`src/hw/rtl/sstf_pkg.sv`:
```
// shared constants for the sstf request scheduler
package sstf_pkg;

    localparam int DEPTH_DEF       = 16;
    localparam int SECTOR_BITS_DEF = 48;

    localparam logic [1:0] ST_ADDED      = 2'd0;
    localparam logic [1:0] ST_DISPATCHED = 2'd1;
    localparam logic [1:0] ST_EMPTY      = 2'd2;
    localparam logic [1:0] ST_FULL       = 2'd3;

    localparam logic OP_ADD      = 1'b0;
    localparam logic OP_DISPATCH = 1'b1;

endpackage

```
`src/hw/rtl/sstf_ram.sv`:
```
// generic simple dual-port ram with registered read
module sstf_ram #(
    parameter int WIDTH = 48,
    parameter int DEPTH = 16
) (
    input  logic                     aclk,
    input  logic                     we,
    input  logic [$clog2(DEPTH)-1:0] waddr,
    input  logic [WIDTH-1:0]         wdata,
    input  logic [$clog2(DEPTH)-1:0] raddr,
    output logic [WIDTH-1:0]         rdata
);

    logic [WIDTH-1:0] mem [DEPTH];

    always_ff @(posedge aclk) begin
        if (we) begin
            mem[waddr] <= wdata;
        end
        rdata <= mem[raddr];
    end

endmodule

```
`src/hw/rtl/sstf_request_scheduler.sv`:
```
// shortest-seek-time-first request scheduler top level
//
//  channel | dir | handshake          | content
//  s_      | in  | s_tvalid/s_tready  | tuser opcode, tdata sector
//  m_      | out | m_tvalid/m_tready  | tuser status, tdata sector_out and pending
//
// an add walks down from the last entry, shifting each entry above its sorted place up
// a dispatch reads the cursor entry and both neighbours, then shifts entries after it down
// both operations walk the table through one registered ram read port
// reset clears the entry count, the cursor and the output valid; the table is not cleared
// s_tready is low until the result moves to the output register, held while m_tready stalls
module sstf_request_scheduler import sstf_pkg::*; #(
    parameter int DEPTH       = DEPTH_DEF,
    parameter int SECTOR_BITS = SECTOR_BITS_DEF,
    localparam int CNT_W      = $clog2(DEPTH + 1),
    localparam int S_TDATA_W  = ((SECTOR_BITS + 7) / 8) * 8,
    localparam int M_TDATA_W  = ((SECTOR_BITS + CNT_W + 7) / 8) * 8
) (
    input  logic                 aclk,
    input  logic                 aresetn,
    input  logic                 s_tvalid,
    output logic                 s_tready,
    input  logic [S_TDATA_W-1:0] s_tdata,   // sector
    input  logic                 s_tuser,   // opcode
    output logic                 m_tvalid,
    input  logic                 m_tready,
    output logic [M_TDATA_W-1:0] m_tdata,   // sector_out, pending
    output logic [1:0]           m_tuser    // status
);

    localparam int IDX_W = $clog2(DEPTH);

    typedef enum logic [8:0] {
        S_IDLE  = 9'b000000001,
        S_START = 9'b000000010,
        S_ACMP  = 9'b000000100,
        S_ALAST = 9'b000001000,
        S_D1    = 9'b000010000,
        S_D2    = 9'b000100000,
        S_D3    = 9'b001000000,
        S_DSH   = 9'b010000000,
        S_OUT   = 9'b100000000
    } state_t;

    state_t                 state_reg, state_next;
    logic                   op_reg, op_next;
    logic [SECTOR_BITS-1:0] sec_reg, sec_next;
    logic [IDX_W-1:0]       idx_reg, idx_next;
    logic [IDX_W-1:0]       c_reg, c_next;
    logic [CNT_W-1:0]       cnt_reg, cnt_next;
    logic [IDX_W-1:0]       cursor_reg, cursor_next;
    logic [SECTOR_BITS-1:0] cval_reg, cval_next;
    logic [SECTOR_BITS-1:0] dprv_reg, dprv_next;
    logic [1:0]             res_status_reg, res_status_next;
    logic [SECTOR_BITS-1:0] res_sector_reg, res_sector_next;
    logic                   m_valid_reg, m_valid_next;
    logic [1:0]             out_status_reg, out_status_next;
    logic [SECTOR_BITS-1:0] out_sector_reg, out_sector_next;
    logic [CNT_W-1:0]       out_pending_reg, out_pending_next;

    logic                   ram_we;
    logic [IDX_W-1:0]       ram_waddr;
    logic [SECTOR_BITS-1:0] ram_wdata;
    logic [IDX_W-1:0]       ram_raddr;
    logic [SECTOR_BITS-1:0] ram_rdata;

    // shared subtract unit: a < b and |a - b|
    logic [SECTOR_BITS-1:0] unit_a, unit_b, unit_abs;
    logic [SECTOR_BITS:0]   unit_diff;
    logic                   unit_lt;

    logic [CNT_W-1:0]       c_wide;
    logic [CNT_W-1:0]       idx_wide;
    logic                   to_prev;

    sstf_ram #(
        .WIDTH (SECTOR_BITS),
        .DEPTH (DEPTH)
    ) u_table (
        .aclk  (aclk),
        .we    (ram_we),
        .waddr (ram_waddr),
        .wdata (ram_wdata),
        .raddr (ram_raddr),
        .rdata (ram_rdata)
    );

    assign unit_diff = {1'b0, unit_a} - {1'b0, unit_b};
    assign unit_lt   = unit_diff[SECTOR_BITS];
    assign unit_abs  = unit_lt ? (SECTOR_BITS'(0) - unit_diff[SECTOR_BITS-1:0])
                               : unit_diff[SECTOR_BITS-1:0];

    assign c_wide   = CNT_W'(c_reg);
    assign idx_wide = CNT_W'(idx_reg);
    assign to_prev  = dprv_reg < unit_abs;

    assign s_tready = (state_reg == S_IDLE);
    assign m_tvalid = m_valid_reg;
    assign m_tuser  = out_status_reg;
    assign m_tdata  = M_TDATA_W'({out_pending_reg, out_sector_reg});

    always_comb begin
        state_next       = state_reg;
        op_next          = op_reg;
        sec_next         = sec_reg;
        idx_next         = idx_reg;
        c_next           = c_reg;
        cnt_next         = cnt_reg;
        cursor_next      = cursor_reg;
        cval_next        = cval_reg;
        dprv_next        = dprv_reg;
        res_status_next  = res_status_reg;
        res_sector_next  = res_sector_reg;
        m_valid_next     = m_valid_reg;
        out_status_next  = out_status_reg;
        out_sector_next  = out_sector_reg;
        out_pending_next = out_pending_reg;
        ram_we           = 1'b0;
        ram_waddr        = idx_reg + 1'b1;
        ram_wdata        = sec_reg;
        ram_raddr        = idx_reg;
        unit_a           = sec_reg;
        unit_b           = ram_rdata;

        if (m_valid_reg && m_tready) begin
            m_valid_next = 1'b0;
        end

        unique case (state_reg)
            S_IDLE: begin
                if (s_tvalid) begin
                    op_next    = s_tuser;
                    sec_next   = s_tdata[SECTOR_BITS-1:0];
                    state_next = S_START;
                end
            end
            S_START: begin
                res_sector_next = '0;
                if (op_reg == OP_ADD) begin
                    if (cnt_reg == CNT_W'(DEPTH)) begin
                        res_status_next = ST_FULL;
                        state_next      = S_OUT;
                    end else if (cnt_reg == '0) begin
                        ram_we          = 1'b1;
                        ram_waddr       = '0;
                        cnt_next        = CNT_W'(1);
                        cursor_next     = '0;
                        res_status_next = ST_ADDED;
                        state_next      = S_OUT;
                    end else begin
                        idx_next   = IDX_W'(cnt_reg - 1'b1);
                        ram_raddr  = IDX_W'(cnt_reg - 1'b1);
                        state_next = S_ACMP;
                    end
                end else begin
                    if (cnt_reg == '0) begin
                        res_status_next = ST_EMPTY;
                        state_next      = S_OUT;
                    end else begin
                        c_next     = (CNT_W'(cursor_reg) < cnt_reg) ? cursor_reg : '0;
                        ram_raddr  = (CNT_W'(cursor_reg) < cnt_reg) ? cursor_reg : '0;
                        state_next = S_D1;
                    end
                end
            end
            S_ACMP: begin
                unit_a = sec_reg;
                unit_b = ram_rdata;
                ram_we = 1'b1;
                if (unit_lt) begin
                    ram_wdata = ram_rdata;
                    if (idx_reg == '0) begin
                        state_next = S_ALAST;
                    end else begin
                        idx_next  = idx_reg - 1'b1;
                        ram_raddr = idx_reg - 1'b1;
                    end
                end else begin
                    ram_wdata = sec_reg;
                    if ((idx_reg + 1'b1) <= cursor_reg) begin
                        cursor_next = cursor_reg + 1'b1;
                    end
                    cnt_next        = cnt_reg + 1'b1;
                    res_status_next = ST_ADDED;
                    state_next      = S_OUT;
                end
            end
            S_ALAST: begin
                ram_we          = 1'b1;
                ram_waddr       = '0;
                ram_wdata       = sec_reg;
                cursor_next     = cursor_reg + 1'b1;
                cnt_next        = cnt_reg + 1'b1;
                res_status_next = ST_ADDED;
                state_next      = S_OUT;
            end
            S_D1: begin
                cval_next       = ram_rdata;
                res_sector_next = ram_rdata;
                res_status_next = ST_DISPATCHED;
                if (cnt_reg == CNT_W'(1)) begin
                    cnt_next    = '0;
                    cursor_next = '0;
                    state_next  = S_OUT;
                end else begin
                    ram_raddr  = (c_reg == '0) ? IDX_W'(cnt_reg - 1'b1) : (c_reg - 1'b1);
                    state_next = S_D2;
                end
            end
            S_D2: begin
                unit_a     = ram_rdata;
                unit_b     = cval_reg;
                dprv_next  = unit_abs;
                ram_raddr  = ((c_wide + 1'b1) < cnt_reg) ? (c_reg + 1'b1) : '0;
                state_next = S_D3;
            end
            S_D3: begin
                unit_a = ram_rdata;
                unit_b = cval_reg;
                if (to_prev) begin
                    cursor_next = (c_reg == '0) ? IDX_W'(cnt_reg - 2'd2) : (c_reg - 1'b1);
                end else begin
                    cursor_next = ((c_wide + 1'b1) < cnt_reg) ? c_reg : '0;
                end
                cnt_next = cnt_reg - 1'b1;
                if ((c_wide + 1'b1) < cnt_reg) begin
                    idx_next   = c_reg;
                    ram_raddr  = c_reg + 1'b1;
                    state_next = S_DSH;
                end else begin
                    state_next = S_OUT;
                end
            end
            S_DSH: begin
                // cnt_reg already holds n - 1 here
                ram_we    = 1'b1;
                ram_waddr = idx_reg;
                ram_wdata = ram_rdata;
                if ((idx_wide + 1'b1) < cnt_reg) begin
                    idx_next  = idx_reg + 1'b1;
                    ram_raddr = IDX_W'(idx_wide + 2'd2);
                end else begin
                    state_next = S_OUT;
                end
            end
            S_OUT: begin
                if (!m_valid_reg || m_tready) begin
                    m_valid_next     = 1'b1;
                    out_status_next  = res_status_reg;
                    out_sector_next  = res_sector_reg;
                    out_pending_next = cnt_reg;
                    state_next       = S_IDLE;
                end
            end
            default: begin
                state_next = S_IDLE;
            end
        endcase
    end

    always_ff @(posedge aclk) begin
        if (!aresetn) begin
            state_reg   <= S_IDLE;
            cnt_reg     <= '0;
            cursor_reg  <= '0;
            m_valid_reg <= 1'b0;
        end else begin
            state_reg   <= state_next;
            cnt_reg     <= cnt_next;
            cursor_reg  <= cursor_next;
            m_valid_reg <= m_valid_next;
        end
    end

    always_ff @(posedge aclk) begin
        op_reg          <= op_next;
        sec_reg         <= sec_next;
        idx_reg         <= idx_next;
        c_reg           <= c_next;
        cval_reg        <= cval_next;
        dprv_reg        <= dprv_next;
        res_status_reg  <= res_status_next;
        res_sector_reg  <= res_sector_next;
        out_status_reg  <= out_status_next;
        out_sector_reg  <= out_sector_next;
        out_pending_reg <= out_pending_next;
    end

endmodule
```
`config.mk`:
```
export PLATFORM = sky130hd
export DESIGN_NAME = sstf_request_scheduler
export DESIGN_NICKNAME = d
export VERILOG_FILES = /design/src/hw/rtl/sstf_pkg.sv /design/src/hw/rtl/sstf_ram.sv /design/src/hw/rtl/sstf_request_scheduler.sv
export SDC_FILE = /design/constraint.sdc
export NUM_CORES = 2
export LEC_CHECK = 0
export ABC_AREA = 1
export BUFFER_PORTS_ARGS = -buffer_cell sky130_fd_sc_hd__buf_4
export CORE_ASPECT_RATIO = 1.5
export CORE_MARGIN = 2
export CORE_UTILIZATION = 25
export CTS_CLUSTER_DIAMETER = 200
export CTS_CLUSTER_SIZE = 12
export DETAILED_ROUTE_END_ITERATION = 10
export GPL_TIMING_DRIVEN = 0
export PLACE_DENSITY = 0.42
export SLEW_MARGIN = 20
export SYNTH_ARGS = -nofsm -noshare
export SYNTH_HDL_FRONTEND = slang
export SYNTH_HIERARCHICAL = 1
export SYNTH_SLANG_ARGS = --single-unit
```
`constraint.sdc`:
```
create_clock -name aclk -period 21.1 [get_ports aclk]
set_clock_uncertainty 0.15 [all_clocks]
set_input_delay 3.165 -clock aclk [delete_from_list [all_inputs] [get_ports aclk]]
set_output_delay 3.165 -clock aclk [all_outputs]
set_load 0.005 [all_outputs]
```
==> impl_metrics.toml <==
[run_status]
status = "completed"

[floorplan]
start_util_pct = 25.1
ioPinCount = 113
fp.dieH_um = 570
core_mm2 = 0.212
die_area_mm2 = 0.217
dieWidth_um = 381
rows = 207

[clocking]
clockRootBuffer = "clkbuf_16"
cts_tree = "done"
clk_pin_slew_ns = 0.07
htreeDepth = 3
numCtsBuffers = 101
clock_sinks = 1093
postCtsSetupBuffers = 0
clockBufferDepth = 3
cts_resized = 0
cts_hold_buf = 0
clk_latency_ns = 0.70

[final_layout]
regMostFlops = "u_table/mem"
layout_common_cells = "nand2_1, edfxtp_1, inv_1"
area_growth_pct = 17.0
final_common_cell = "nand2_1"
fin_nets = 6237
largest_reg_flops = 768
drive_above_1_share_pct = 9.84

[critical_path]
worst_r2r_endpoint = "cursor_reg[3]$_SDFFE_PN0P_"
timing.rr.start = "state_reg[3]$_SDFFE_PN0P_"
critical_path_buf_inv_count = 8
cp-start-kind = "flip-flop"
reg2reg_depth = 39
crit_top_cell = "nand2_1"
rrSetupSlack_ns = 11.07
crit_type = "reg2reg"
critical_path_depth = 39
worstPathArrival_ns = 10.47
crit_path_end_kind = "flip-flop"
crit_slowest_cell = "clkbuf_1"
worstPathRequired_ns = 21.54
cp_top_family = "simple AND/OR/NAND/NOR gates"
cpPeakStageDelay_ns = 0.78
crit_path_start = "state_reg[3]$_SDFFE_PN0P_"
endpoint = "cursor_reg[3]$_SDFFE_PN0P_"
cp_max_fo = 10

[synthesis]
syn_area_per_cell_um2 = 9.29
synthArstFlopShare_pct = 0
synth_flop_cell = "edfxtp_1"
synth_cells = 5739
synth_area_mm2 = 0.0533
synth.distinct_cells = 62
yosysWarnings = 6
synth-seq-cells = 1093
synth.yosys.seq_area_share_pct = 60.3
synth_edf_count = 1026

[global_routing]
grt_overflow_total = 0
grt_pass1_wl_um = 274000
grt_pass1_vias = 39044
grt_max_degree = 50
antenna_found_initial = 3
grtUsageTotal_pct = 17.4

[timing]
fmax_ghz = 0.0997
final_hold_viol_count = 0
fin_crit_ns = 10.03
setup_viol = 0
maxSlewViolCount = 0
setup_ws_ns = 11.07
worst_pin_slew_ns = 1.19
setup_tns_ns = 0
rsz0062_at_grt = "no"
slew_headroom_pct = 20.2
fin_crit_sh_pct = 47.5

[routing]
wl_per_cell_um = 21.5
drtAntennaViolNets = 0
vias = 38835
drc_errors = 0
drt_iter0_drc = 2523
viasPerCell = 4.35
finalWirelength_um = 192000
first_pass_iters = 5

[placement]
place.gp.congestion = 0.913
port_buffers = 109
post-dp-hpwl_um = 149000
place_worst_setup_slack_ns = 10.85

[pwr]
powerDensity_mw_per_mm2 = 150
total_leakage_power_nw = 26.9
ir_drop_v = 0.0000800
total_power_mw = 9.34

[flow_run]
cap_violations = 0

[min_path]
hold_class = "reg2reg"
## Yosys cell counts (4+ instances only)
| cell | n | area, µm² |
|---|---|---|
| nand3_1 | 702 | 3510 |
| buf_1 | 7 | 26.3 |
| nor2_2 | 14 | 87.6 |
| nor2_1 | 245 | 920 |
| edfxtp_1 | 1026 | 30800 |
| clkinv_1 | 4 | 15.0 |
| buf_4 | 16 | 120 |
| o21bai_1 | 7 | 52.6 |
| nand3_2 | 6 | 60.1 |
| buf_6 | 38 | 428 |
| o2111ai_1 | 5 | 43.8 |
| nor4_1 | 6 | 37.5 |
| o211ai_1 | 8 | 60.1 |
| nand3b_1 | 10 | 75.1 |
| inv_2 | 21 | 78.8 |
| inv_1 | 972 | 3650 |
| o21ai_0 | 192 | 961 |
| xor2_2 | 4 | 65.1 |
| ha_1 | 126 | 1580 |
| a21oi_1 | 87 | 435 |
| o21ai_1 | 6 | 30.0 |
| nor3_1 | 19 | 95.1 |
| buf_2 | 85 | 425 |
| a31oi_1 | 8 | 50.1 |
| nand2_2 | 20 | 125 |
| a211oi_1 | 9 | 67.6 |
| clkbuf_1 | 65 | 244 |
| xor2_1 | 41 | 359 |
| dfxtp_1 | 67 | 1340 |
| nand2_1 | 1832 | 6880 |
| nand4_1 | 44 | 275 |
## per-layer routing
metal	part of all wire, %	track usage [%]	vias to the layer above
met5	0	0	-
met4	4.3	7.15	0
met3	2.7	1.49	290
met2	56	34.8	776
met1	37	18.3	18574
li1	-	-	19195
## cells by family (layout without fill, tap and decap cells)
logic type | after synthesis | in the layout | share of synthesized area [%]
buf+inv | 1211 | 1569 | 9.40
compound gates | 347 | 347 | 3.60
flops | 1093 | 1093 | 60.3
simple gates | 2913 | 2913 | 22.9
other cells | 1 | 6 | 0.00703
fa+ha+maj | 127 | 127 | 2.99
xor+xnor | 47 | 47 | 0.828
## area by class of cell
class | instances | area [µm²]
sequential | 1093 | 32200
antenna | 3 | 7.51
inverter | 999 | 3760
clock buffer | 143 | 2730
multi-input combinational | 3437 | 16400
timing repair buffer | 213 | 2530
buffer | 212 | 1270
tap | 2821 | 3530
fill | 22250 | 150000
clock inverter | 2 | 20.0
## metrics by stage
stage               utilization (%)  instances  hold slack, ns  instance area [µm²]
CTS                            29.4       8920           0.270                62400
floorplan                         -       5741           0.250                53300
finish                         29.4       8923           0.266                62400
global placement               27.2       8671           0.251                57700
global route                   29.4       8921           0.276                62400
detailed placement             28.1       8775           0.255                59700
## how the worst min path moves through the flow
| stage | depth (start not counted) | startpoint | end |
|---|---|---|---|
| global route | 0 | u_table/rdata[34]$_DFF_P_ | cval_reg[34]$_DFFE_PP_ |
| detailed placement | 0 | res_sector_reg[0]$_SDFFCE_PN0P_ | out_sector_reg[0]$_DFFE_PP_ |
| finish | 0 | u_table/rdata[26]$_DFF_P_ | cval_reg[26]$_DFFE_PP_ |
| global placement | 0 | res_sector_reg[20]$_SDFFCE_PN0P_ | out_sector_reg[20]$_DFFE_PP_ |
| CTS | 0 | res_sector_reg[26]$_SDFFCE_PN0P_ | out_sector_reg[26]$_DFFE_PP_ |
| floorplan | 0 | res_status_reg[0]$_DFFE_PP_ | m_tuser[0]$_DFFE_PP_ |
## power by group
group          leakage [nW]  total [mW]  switching, mW  internal, mW
clock                  1.33        1.69          0.802         0.884
sequential             9.80        2.86         0.0885          2.77
combinational          15.8        4.79           3.44          1.36
total                  26.9        9.34           4.33          5.01
Note: power is estimated with default switching activity, not from simulation.
